<file path="src/design/mbf_pkg.sv">
package mbf_pkg;

  // command codes of an input word
  localparam logic [1:0] CMD_LOAD  = 2'd0;
  localparam logic [1:0] CMD_PIXEL = 2'd1;
  localparam logic [1:0] CMD_TICK  = 2'd2;
  localparam logic [1:0] CMD_NONE  = 2'd3;

  // divider geometry
  localparam int unsigned NUM_W = 32;
  localparam int unsigned DEN_W = 33;

  // field sum saturates here, one above the largest reported level
  localparam logic [16:0] SUM_SAT = 17'h10000;

  typedef struct packed {
    logic [1:0]         cmd;
    logic [2:0]         ball_index;
    logic [15:0]        center_x;
    logic [15:0]        center_y;
    logic signed [15:0] speed_x;
    logic signed [15:0] speed_y;
    logic [5:0]         ball_radius;
    logic [15:0]        step_time;
    logic [9:0]         pixel_x;
    logic [9:0]         pixel_y;
  } item_t;

  typedef struct packed {
    logic        inside_res;
    logic [15:0] field_level;
  } result_t;

  typedef struct packed {
    logic [15:0]        cx;
    logic [15:0]        cy;
    logic signed [15:0] sx;
    logic signed [15:0] sy;
    logic [5:0]         r;
  } ball_t;

  typedef enum logic [3:0] {
    ST_IDLE,
    ST_PIX_SQ,
    ST_PIX_D2,
    ST_PIX_DIV,
    ST_PIX_ACC,
    ST_TK_MUL,
    ST_TK_ADD,
    ST_TK_DIV,
    ST_TK_FIX,
    ST_TK_WB
  } state_e;

endpackage

</file>
<file path="src/design/mbf_cell.sv">
module mbf_cell #(
  parameter int IDX = 0
) (
  input  logic           clk_i,
  input  logic           rst_ni,
  input  logic           load_i,
  input  logic [2:0]     load_idx_i,
  input  mbf_pkg::ball_t load_ball_i,
  input  logic           shift_i,
  input  mbf_pkg::ball_t next_i,
  output mbf_pkg::ball_t ball_o
);

  mbf_pkg::ball_t ball_q, ball_d;

  // load of this entry, or hand-over from the neighbor
  always_comb begin
    ball_d = ball_q;
    if (load_i && (32'(load_idx_i) == IDX)) begin
      ball_d = load_ball_i;
    end else if (shift_i) begin
      ball_d = next_i;
    end
  end

  always_ff @(posedge clk_i or negedge rst_ni) begin
    if (!rst_ni) begin
      ball_q <= '0;
    end else begin
      ball_q <= ball_d;
    end
  end

  assign ball_o = ball_q;

endmodule

</file>
<file path="src/design/mbf_div.sv">
module mbf_div (
  input  logic                        clk_i,
  input  logic                        rst_ni,
  input  logic                        start_i,
  input  logic [mbf_pkg::NUM_W-1:0]   num_i,
  input  logic [mbf_pkg::DEN_W-1:0]   den_i,
  output logic                        busy_o,
  output logic                        done_o,
  output logic [mbf_pkg::NUM_W-1:0]   quo_o
);

  localparam logic [5:0] STEPS = 6'(mbf_pkg::NUM_W);

  logic [mbf_pkg::NUM_W-1:0] num_q;
  logic [mbf_pkg::DEN_W-1:0] rem_q, den_q;
  logic [5:0]                cnt_q;
  logic                      done_q;
  logic [mbf_pkg::DEN_W:0]   trial, diff;
  logic                      ge;

  // one restoring step: shift in the next numerator bit, try a subtract
  always_comb begin
    trial = {rem_q, num_q[mbf_pkg::NUM_W-1]};
    diff  = trial - {1'b0, den_q};
    ge    = (trial >= {1'b0, den_q});
  end

  // step counter and done pulse
  always_ff @(posedge clk_i or negedge rst_ni) begin
    if (!rst_ni) begin
      cnt_q  <= '0;
      done_q <= 1'b0;
    end else begin
      done_q <= (cnt_q == 6'd1);
      if (start_i) begin
        cnt_q <= STEPS;
      end else if (cnt_q != 6'd0) begin
        cnt_q <= cnt_q - 6'd1;
      end
    end
  end

  // quotient bits collect in the numerator register
  always_ff @(posedge clk_i) begin
    if (start_i) begin
      num_q <= num_i;
      rem_q <= '0;
      den_q <= den_i;
    end else if (cnt_q != 6'd0) begin
      rem_q <= ge ? diff[mbf_pkg::DEN_W-1:0] : trial[mbf_pkg::DEN_W-1:0];
      num_q <= {num_q[mbf_pkg::NUM_W-2:0], ge};
    end
  end

  assign busy_o = (cnt_q != 6'd0);
  assign done_o = done_q;
  assign quo_o  = num_q;

endmodule

</file>
<file path="src/design/metaball_field_threshold_core.sv">
// Metaball field and threshold unit.
// A command word is taken on a rising edge with start_i high and busy_o low.
// Words: load one ball into the table, sample one pixel, or advance time.
// Load and unused commands return nothing; the unit stays idle.
// A pixel word returns one result word on res_o, marked by res_valid_o for
// exactly one cycle; the receiver cannot stall, so it must take it then.
// The balls sit in a ring of cells that rotates one place per ball; the head
// cell feeds a shared 32-step restoring divider. Per ball a pixel walks a
// squaring stage, the divider and an accumulate.
// A tick walks per ball and per axis one multiply, one add, one reciprocal
// multiply that divides the position by the screen edge and one fix-up that
// folds it against the edge, then one write-back per ball.
// busy_o stays high for the whole walk; the next word is taken after it.
// Reset clears every ball to zero at once and leaves the unit idle.
module metaball_field_threshold_core #(
  parameter int BALL_COUNT    = 5,
  parameter int SCREEN_WIDTH  = 320,
  parameter int SCREEN_HEIGHT = 200
) (
  input  logic             clk_i,
  input  logic             rst_ni,
  input  logic             start_i,
  input  mbf_pkg::item_t   item_i,
  output logic             busy_o,
  output logic             res_valid_o,
  output mbf_pkg::result_t res_o
);

  localparam int CNT_W = (BALL_COUNT > 1) ? $clog2(BALL_COUNT) : 1;
  localparam logic [CNT_W-1:0] LAST = CNT_W'(BALL_COUNT - 1);
  localparam logic [15:0] MX = 16'((SCREEN_WIDTH - 1) * 64);
  localparam logic [15:0] MY = 16'((SCREEN_HEIGHT - 1) * 64);
  // ceil(2^33 / m): exact quotient for any 17-bit numerator
  localparam logic [27:0] RCP_X = 28'(((64'd1 << 33) + 64'(MX) - 64'd1) / 64'(MX));
  localparam logic [27:0] RCP_Y = 28'(((64'd1 << 33) + 64'(MY) - 64'd1) / 64'(MY));

  mbf_pkg::state_e st_q, st_d;
  logic [CNT_W-1:0] cnt_q;
  logic             axis_q;
  logic [16:0]      sum_q;
  logic [31:0]      sqx_q, sqy_q, num_q;
  logic signed [32:0] prod_q;
  logic             neg_q, zero_q;
  logic [16:0]      a_q;
  logic [11:0]      quo_q;
  mbf_pkg::ball_t   wb_q;
  logic [9:0]       pix_x_q, pix_y_q;
  logic [15:0]      dt_q;
  mbf_pkg::result_t res_q;
  logic             res_valid_q;

  logic accept, load_en, shift_en;
  mbf_pkg::ball_t ball [BALL_COUNT];
  mbf_pkg::ball_t head, feed, load_ball;

  // ring of ball cells, head at index zero
  assign load_ball = '{cx: item_i.center_x, cy: item_i.center_y, sx: item_i.speed_x,
                       sy: item_i.speed_y, r: item_i.ball_radius};
  assign head = ball[0];

  for (genvar i = 0; i < BALL_COUNT; i++) begin : g_cell
    mbf_pkg::ball_t nxt;
    if (i == BALL_COUNT - 1) begin : g_tail
      assign nxt = feed;
    end else begin : g_mid
      assign nxt = ball[i+1];
    end
    mbf_cell #(.IDX(i)) u_cell (
      .clk_i, .rst_ni,
      .load_i(load_en), .load_idx_i(item_i.ball_index), .load_ball_i(load_ball),
      .shift_i(shift_en), .next_i(nxt), .ball_o(ball[i])
    );
  end

  // pixel datapath
  logic signed [16:0] dx, dy;
  logic signed [33:0] sqx, sqy;
  logic [11:0]        rr;
  logic [32:0]        d2, d2f;
  logic [32:0]        sum_add;
  logic [16:0]        sum_new;
  always_comb begin
    dx  = $signed({1'b0, pix_x_q, 6'b0}) - $signed({1'b0, head.cx});
    dy  = $signed({1'b0, pix_y_q, 6'b0}) - $signed({1'b0, head.cy});
    sqx = dx * dx;
    sqy = dy * dy;
    rr  = 12'(head.r) * 12'(head.r);
    d2  = {1'b0, sqx_q} + {1'b0, sqy_q};
    d2f = (d2 == 33'd0) ? 33'd1 : d2;
  end

  // tick datapath
  logic [15:0]        pos_sel, m_sel, pos_new;
  logic [27:0]        rcp_sel;
  logic signed [15:0] spd_sel, spd_neg, spd_new;
  logic signed [32:0] prod;
  logic signed [16:0] delta;
  logic signed [17:0] p;
  logic [16:0]        a, am1, qm;
  logic [44:0]        rcp_prod;
  logic               par;
  always_comb begin
    pos_sel  = axis_q ? head.cy : head.cx;
    spd_sel  = axis_q ? head.sy : head.sx;
    m_sel    = axis_q ? MY : MX;
    rcp_sel  = axis_q ? RCP_Y : RCP_X;
    prod     = $signed({{17{spd_sel[15]}}, spd_sel}) * $signed({17'b0, dt_q});
    delta    = prod_q[32:16];
    p        = $signed({2'b0, pos_sel}) + $signed({delta[16], delta});
    a        = p[17] ? 17'(-p) : p[16:0];
    am1      = a_q - 17'd1;
    rcp_prod = 45'(am1) * 45'(rcp_sel);
    spd_neg  = (spd_sel == 16'sh8000) ? 16'sh7fff : -spd_sel;
  end

  // shared divider for the field terms
  logic        div_start, div_busy, div_done;
  logic [31:0] div_num, div_quo;
  logic [32:0] div_den;
  assign div_start = (st_q == mbf_pkg::ST_PIX_D2);
  assign div_num   = num_q;
  assign div_den   = d2f;

  mbf_div u_div (
    .clk_i, .rst_ni, .start_i(div_start), .num_i(div_num), .den_i(div_den),
    .busy_o(div_busy), .done_o(div_done), .quo_o(div_quo)
  );

  // fold against the edge: quotient parity picks the mirror side
  always_comb begin
    qm      = 17'(quo_q) * 17'(m_sel);
    pos_new = zero_q ? 16'd0 :
              (quo_q[0] ? 16'(qm + 17'(m_sel) - a_q) : 16'(a_q - qm));
    par     = !zero_q && (quo_q[0] ^ neg_q);
    spd_new = par ? spd_neg : spd_sel;
    sum_add = {16'b0, sum_q} + {1'b0, div_quo};
    sum_new = (sum_add > 33'(mbf_pkg::SUM_SAT)) ? mbf_pkg::SUM_SAT : sum_add[16:0];
  end

  assign feed   = (st_q == mbf_pkg::ST_TK_WB) ? wb_q : head;
  assign accept = start_i && (st_q == mbf_pkg::ST_IDLE);

  // sequencer
  always_comb begin
    st_d     = st_q;
    load_en  = 1'b0;
    shift_en = 1'b0;
    case (st_q)
      mbf_pkg::ST_IDLE: begin
        if (accept) begin
          case (item_i.cmd)
            mbf_pkg::CMD_LOAD:  load_en = 1'b1;
            mbf_pkg::CMD_PIXEL: st_d = mbf_pkg::ST_PIX_SQ;
            mbf_pkg::CMD_TICK:  st_d = mbf_pkg::ST_TK_MUL;
            default:            st_d = mbf_pkg::ST_IDLE;
          endcase
        end
      end
      mbf_pkg::ST_PIX_SQ:  st_d = mbf_pkg::ST_PIX_D2;
      mbf_pkg::ST_PIX_D2:  st_d = mbf_pkg::ST_PIX_DIV;
      mbf_pkg::ST_PIX_DIV: if (div_done) st_d = mbf_pkg::ST_PIX_ACC;
      mbf_pkg::ST_PIX_ACC: begin
        shift_en = 1'b1;
        st_d = (cnt_q == LAST) ? mbf_pkg::ST_IDLE : mbf_pkg::ST_PIX_SQ;
      end
      mbf_pkg::ST_TK_MUL:  st_d = mbf_pkg::ST_TK_ADD;
      mbf_pkg::ST_TK_ADD:  st_d = mbf_pkg::ST_TK_DIV;
      mbf_pkg::ST_TK_DIV:  st_d = mbf_pkg::ST_TK_FIX;
      mbf_pkg::ST_TK_FIX:  st_d = axis_q ? mbf_pkg::ST_TK_WB : mbf_pkg::ST_TK_MUL;
      mbf_pkg::ST_TK_WB: begin
        shift_en = 1'b1;
        st_d = (cnt_q == LAST) ? mbf_pkg::ST_IDLE : mbf_pkg::ST_TK_MUL;
      end
      default: st_d = mbf_pkg::ST_IDLE;
    endcase
  end

  // control registers
  always_ff @(posedge clk_i or negedge rst_ni) begin
    if (!rst_ni) begin
      st_q        <= mbf_pkg::ST_IDLE;
      cnt_q       <= '0;
      axis_q      <= 1'b0;
      res_valid_q <= 1'b0;
    end else begin
      st_q        <= st_d;
      res_valid_q <= (st_q == mbf_pkg::ST_PIX_ACC) && (cnt_q == LAST);
      if (accept) begin
        cnt_q  <= '0;
        axis_q <= 1'b0;
      end else begin
        if (shift_en) cnt_q <= (cnt_q == LAST) ? '0 : cnt_q + CNT_W'(1);
        if (st_q == mbf_pkg::ST_TK_FIX) axis_q <= !axis_q;
      end
    end
  end

  // payload registers
  always_ff @(posedge clk_i) begin
    if (accept) begin
      pix_x_q <= item_i.pixel_x;
      pix_y_q <= item_i.pixel_y;
      dt_q    <= item_i.step_time;
      sum_q   <= '0;
    end
    if (st_q == mbf_pkg::ST_PIX_SQ) begin
      sqx_q <= sqx[31:0];
      sqy_q <= sqy[31:0];
      num_q <= {rr, 20'b0};
    end
    if (st_q == mbf_pkg::ST_PIX_ACC) begin
      sum_q <= sum_new;
      res_q.inside_res  <= (sum_new >= 17'd256);
      res_q.field_level <= sum_new[16] ? 16'hffff : sum_new[15:0];
    end
    if (st_q == mbf_pkg::ST_TK_MUL) prod_q <= prod;
    if (st_q == mbf_pkg::ST_TK_ADD) begin
      neg_q  <= p[17];
      zero_q <= (a == 17'd0);
      a_q    <= a;
    end
    // quotient of (a - 1) by the edge, top bits of the reciprocal product
    if (st_q == mbf_pkg::ST_TK_DIV) quo_q <= rcp_prod[44:33];
    if (st_q == mbf_pkg::ST_TK_FIX) begin
      if (!axis_q) begin
        wb_q <= '{cx: pos_new, cy: head.cy, sx: spd_new, sy: head.sy, r: head.r};
      end else begin
        wb_q <= '{cx: wb_q.cx, cy: pos_new, sx: wb_q.sx, sy: spd_new, r: wb_q.r};
      end
    end
  end

  assign busy_o      = (st_q != mbf_pkg::ST_IDLE);
  assign res_valid_o = res_valid_q;
  assign res_o       = res_q;

  // result only follows an accumulate of a pixel walk
  a_res_src: assert property (@(posedge clk_i) disable iff (!rst_ni)
    res_valid_o |-> $past(st_q == mbf_pkg::ST_PIX_ACC))
    else $error("result without pixel walk");

  // lit flag agrees with the level
  a_res_lvl: assert property (@(posedge clk_i) disable iff (!rst_ni)
    res_valid_o |-> (res_o.inside_res == (res_o.field_level >= 16'd256)))
    else $error("inside flag disagrees with level");

  // divider is never restarted while running
  a_div_start: assert property (@(posedge clk_i) disable iff (!rst_ni)
    div_start |-> !div_busy)
    else $error("divider restarted while busy");

endmodule

</file>
<file path="config.mk">
export PLATFORM = sky130hd
export DESIGN_NAME = metaball_field_threshold_core
export DESIGN_NICKNAME = d
export VERILOG_FILES = /design/src/design/mbf_pkg.sv /design/src/design/mbf_cell.sv /design/src/design/mbf_div.sv /design/src/design/metaball_field_threshold_core.sv
export SDC_FILE = /design/constraint.sdc
export NUM_CORES = 2
export LEC_CHECK = 0
export BUFFER_PORTS_ARGS = -buffer_cell sky130_fd_sc_hd__buf_2
export CAP_MARGIN = 20
export CORE_MARGIN = 1.5
export CORE_UTILIZATION = 55
export CTS_BUF_LIST = sky130_fd_sc_hd__clkbuf_4
export DETAILED_ROUTE_END_ITERATION = 12
export GPL_ROUTABILITY_DRIVEN = 1
export PLACE_DENSITY_LB_ADDON = 0.25
export SYNTH_ARGS = -nofsm -noshare
export SYNTH_HDL_FRONTEND = slang
export SYNTH_HIERARCHICAL = 1
export SYNTH_SLANG_ARGS = --single-unit
</file>
<file path="constraint.sdc">
create_clock -name clk_i -period 10.47 [get_ports clk_i]
set_input_delay 2.6175 -clock clk_i [delete_from_list [all_inputs] [get_ports clk_i]]
set_output_delay 2.6175 -clock clk_i [all_outputs]
set_load 0.01 [all_outputs]
</file>
* After elaboration in Yosys (flattened, before gate mapping) *
Cells that the tools add are included.

storage, ports and cells
  memories = 0
  flip-flop bits (word level) = 744
  bits of input ports = 114
  latch bits = 0
  ROM bits = 0
  output and inout port bits = 19
  logic and storage cells = 174
  RAM bits = 0

operators by class
  multipliers = 6
  shift-type cells = 0
  bitwise operators = 2
  $lt $le $gt $ge = 3
  reduce and logical (&&, ||, !) cells = 29
  $add $sub $neg = 14
  mux-type cells = 45
  divide/modulo/power cells = 0
  equality and inequality tests = 21

operators by type and width
  kind                                                                 number
  2-to-1 mux 70 bit                                                    11
  2-to-1 mux 16 bit                                                    6
  2-to-1 mux 17 bit                                                    4
  multiplier 17 x 17 -> 32 bit                                         2
  2-to-1 mux 32 bit                                                    2
  2-to-1 mux 54 bit                                                    1
  case mux 4 bit (10 select lines)                                     1
  multiplier 17 x 20 -> 37 bit                                         1
  greater-or-equal comparator 34 x 33 -> 1 bit                         1
  subtractor 16 x 16 -> 17 bit                                         2
  adder 17 x 32 -> 33 bit                                              1
  adder 32 x 32 -> 33 bit                                              1
  > comparator 33 x 17 -> 1 bit (second input constant)                1
  zero test 33 bit                                                     1
  multiplier 16 x 17 -> 33 bit                                         1
  2-to-1 mux 33 bit                                                    1
  subtractor 33 bit                                                    1
  subtractor 16 bit                                                    2
  2-to-1 mux 20 bit                                                    1
  adder 17 x 17 -> 18 bit                                              1
  nonzero test 2 bit                                                   9
  greater-or-equal comparator 17 x 9 -> 1 bit (second input constant)  1
  zero test 17 bit                                                     1
  negation 17 bit                                                      1
  other kinds (38)                                                     66

* Longest topological paths before layout *
  depth in word-level cells = 7
  mapped depth = 37
  mapped depth without buffers = 36

* By module *
Netlist, hierarchy kept.

by module, submodules not included
  module                            area each (µm²)  instances  sequential area each (µm²)  cells an instance
  metaball_field_threshold_core     51426.8          1          7822.5                      5422
  mbf_cell at g_cell[1].u_cell ...  3787.4           3          1751.7                      227
  mbf_div                           6264.8           1          2787.7                      627
  mbf_cell at g_cell[3].u_cell      4048.9           1          1751.7                      226
  mbf_cell at g_cell[0].u_cell      3756.1           1          1751.7                      227

* Worst setup path after synthesis *
No wires, ideal clock.

  kind = reg-to-reg
  start = register g_cell[0].u_cell.ball_q (netlist bit g_cell[0].u_cell/ball_o[38])
  end = register sqy_q[30] (data pin)
  required time = 10.312 ns
  buffers on the path = 2
  clock period less this slack = 8.643 ns
  arrival time = 8.485 ns
  stages on the path, launching flop included = 35
  setup time = 0.158 ns
  slack = 1.827 ns
  cells stage by stage = dfrtp_1 > inv_1 > clkbuf_1 > ha_1 > nor3b_1 > a31o_2 > a21o_1 > a21o_1 > a41o_1 > o41ai_1 > xor2_1 > inv_1 > clkbuf_1 > nand2_1 > inv_1 > fa_1 > inv_1 > fa_1 > inv_1 > fa_1 > inv_1 > fa_1 > fa_1 > fa_1 > inv_1 > ha_1 > nor2b_1 > o21ai_0 > nand2b_1 > a21o_1 > a21oi_1 > o211ai_1 > o21ai_0 > or4b_2 > o211ai_1

between the ends
  cells in the longest elaborated chain, start to end = 2

ends and longest elaborated chain
  element                       RTL line                              text
  start: declaration            mbf_cell.sv:14                        mbf_pkg::ball_t ball_q, ball_d;
  start signal: assignment      mbf_cell.sv:30                        ball_q <= ball_d;
  subtractor 16 x 16 -> 17 bit  metaball_field_threshold_core.sv:84   dy = $signed({1'b0, pix_y_q, 6'b0}) - $signed({1'b0, head.cy});
  multiplier 17 x 17 -> 32 bit  metaball_field_threshold_core.sv:86   sqy = dy * dy;
  named net sqy[30]             metaball_field_threshold_core.sv:77   logic signed [33:0] sqx, sqy;
  end signal: assignment        metaball_field_threshold_core.sv:208  sqy_q <= sqy[31:0];
  end: declaration              metaball_field_threshold_core.sv:41   logic [31:0] sqx_q, sqy_q, num_q;

The timed path passes the listed nets, and every way through them passes these cells.
A chain may end at the register's enable or synchronous reset.

* Worst setup path after layout *
  start = register g_cell[0].u_cell.ball_q (netlist bit g_cell[0].u_cell/ball_o[39])
  end = register sqy_q[30] (data pin)

Same word-level chain as after synthesis.

==> results.cfg <==
[cts]
cts_num_sinks = 717
cts_setup_buffers = 0
numCtsBuffers = 197
cts-root-buf = clkbuf_4
cts_buffer_depth = 3
path_clk_slew_ns = 0.07
hold_buffers = 0
h-tree-depth = 4
cts_tree = yes
post_cts_resized = 0
clock_latency_ns = 1.24

[route]
routed_wl_um = 182000
drtAntennaViolNets = 0
drc_errors = 0
via_per_inst = 5.47
drt_iter0_markers = 3260
dr.pass1.iters = 8
wl_met2_um = 83000
wl_per_cell_um = 19.3
wl_met1_um = 81800
highest_layer = met5
wl_met3_um = 11600
vias = 51500

[finish]
final_nets = 9006
final_layout_size_suffix_gt1_share_pct = 19.0
area_growth_pct = 6.64
fill_cells = 11600

[synthesis]
ys_seq_area_share_pct = 25.2
synth_edf_count = 318
ys_ff_latch = 717
syn_area_um2 = 76900
synthCells = 7183
netlist.area_leader.share_pct = 23.1
netlist_top_cells_count = 1357 x inv_1, 887 x fa_1, 630 x ha_1, 556 x nand2_1, 441 x mux2_4
ys.flop_type = dfrtp_1
yosysUniqueCellTypes = 96
synth-async-reset-ratio_pct = 51.0
synth_top_area_cell = fa_1
yosysMostFrequentCell = inv_1
syn_avg_cell_area_um2 = 10.7
netlist_top_cells_area = fa_1 23%, edfxtp_1 12%, dfrtp_1 12%
ys_warn_count = 6

[floorplan]
ios = 133
die_h_um = 377
dieArea_um2 = 142000
num_rows = 136
fp.coreArea_um2 = 138000
initial_core_util_pct = 55.7
floorplan.die.width_um = 377

[setup_path]
rr_endpoint = sqy_q[30]
crit_slowest_cell = clkinv_1
critPathLaunchType = flip-flop
critPathRequiredTime_ns = 11.50
r2r-start = g_cell[0].u_cell/ball_o[39]
path_class = flip-flop to flip-flop
endpoint_kind = flip-flop
cp_max_fo = 17
reg2regPathDepth = 32
cpMostUsedCell = fa_1
r2r_setup_slack_ns = 0.89
worstPathArrival_ns = 10.61
max_stage_delay_ns = 0.63

[timing]
fmax_mhz = 104
period_share_pct = 91.5
finalClockSkew_ns = 0.122
rsz0062_at_grt = no
drv_slew = 0
tightest_slew_ns = 1.16
setup_violations = 0
fin_setup_tns_ns = 0
hold_violations = 0
period_minus_slack_ns = 9.58
slew_headroom_pct = 22.4

[global_routing]
grt-ovfl-total = 0
grt_pass1_wl_um = 293000
antenna_found_initial = 26
grt_max_degree = 148
grt_pass1_vias = 54100
grt_use_total_pct = 26.2

[place]
port-buffer-count = 132
gp_congestion = 0.921
place_hpwl_um = 138000

[job]
maxCapViolCount = 0

[min_path]
hp-start = u_div/rem_q[8]
hold_depth = 2
holdPathEnd = u_div/rem_q[9]
hp-class = flip-flop to flip-flop

[outcome]
status = complete, no violations
critical path: cells and delay by family (launching register included):
| family | cells | cell delay [ns] |
|---|---|---|
| adders and majority gates | 8 | 3.17 |
| and+or+nand+nor | 5 | 1.27 |
| buffers and inverters | 4 | 0.86 |
| xor gates and xnor gates | 1 | 0.10 |
| AOI/OAI and AO/OA | 14 | 3.56 |
| DFF | 1 | 0.45 |
cells by family (layout without fill, tap and decap cells):
group | after synthesis | after routing | share of synthesized area [%]
other cells | 2 | 43 | 0.00977
fa+ha+maj | 1517 | 1517 | 33.4
mux | 830 | 830 | 14.3
buf+inv | 1609 | 1944 | 8.60
simple gates | 1494 | 1494 | 9.04
xor+xnor | 276 | 276 | 3.15
compound gates | 738 | 738 | 6.36
flops | 717 | 717 | 25.2
how the worst max path moves through the flow:
| stage | from | cells after the start | slack [ns] | endpoint |
|---|---|---|---|---|
| after global placement | g_cell[0].u_cell/ball_o[39] | 32 | 1.28 | sqy_q[30] |
| after floorplan | g_cell[0].u_cell/ball_o[38] | 34 | 1.83 | sqy_q[30] |
| after CTS | g_cell[0].u_cell/ball_o[39] | 32 | 0.98 | sqy_q[30] |
| after detailed placement | g_cell[0].u_cell/ball_o[39] | 32 | 1.02 | sqy_q[30] |
| after global routing | g_cell[0].u_cell/ball_o[39] | 32 | 0.35 | sqy_q[30] |
| final | g_cell[0].u_cell/ball_o[39] | 32 | 0.89 | sqy_q[30] |
flip-flops by register name, summed over array words and instances (netlist names), 11 cells and up:
register	flops
dt_q	16
prod_q	17
wb_q	70
g_cell.u_cell/ball_o	350
u_div/rem_q	33
u_div/quo_o	32
u_div/den_q	33
div_num	11
sum_q	17
sqy_q	31
a_q	17
sqx_q	31
res_o	17
cell type report:
cell class | instances | area [µm²] | area share [%]
tap | 1863 | 2330 | 2.84
timing repair buffer | 202 | 1250 | 1.53
antenna | 11 | 27.5 | 0.0336
inverter | 1370 | 5140 | 6.27
multi-input combinational | 4887 | 51100 | 62.3
clock buffer | 292 | 2190 | 2.67
clock inverter | 80 | 539 | 0.658
sequential | 717 | 19400 | 23.6
placed cells by master, fill, tap and decap left out, drive strengths merged, types with 89 or more instances in the layout:
cell    instances
nor3           97
o21ai         172
mux2          811
xor2           89
a21oi         185
a21o           98
edfxtp        318
dfrtp         366
inv          1369
ha            630
nand2         557
fa            887
xnor2         187
buf           201
nor2          403
clkbuf        293
metrics by stage:
step           setup slack, ns  utilization, %  hold slack (ns)  std cells  area (µm²)
6_report                 0.889            59.4            0.475       9422       82000
4_1_cts                  0.981            59.4            0.459       9410       81900
5_1_grt                  0.346            59.4            0.496       9420       82000
3_5_place_dp              1.02            57.4            0.466       9038       79200
2_1_floorplan             1.83               -            0.424       7213       77000
3_3_place_gp              1.28            57.4            0.475       9036       79200
layer usage:
layer	up-vias	track usage, %
met5	-	0
met3	300	5.25
met4	14	8.50
met2	1399	41.0
met1	25900	36.5
li1	23900	-
Power is left out: the tool's default activity adds up to more than one toggle a clock period on the data nets, which glitch-free logic cannot reach.
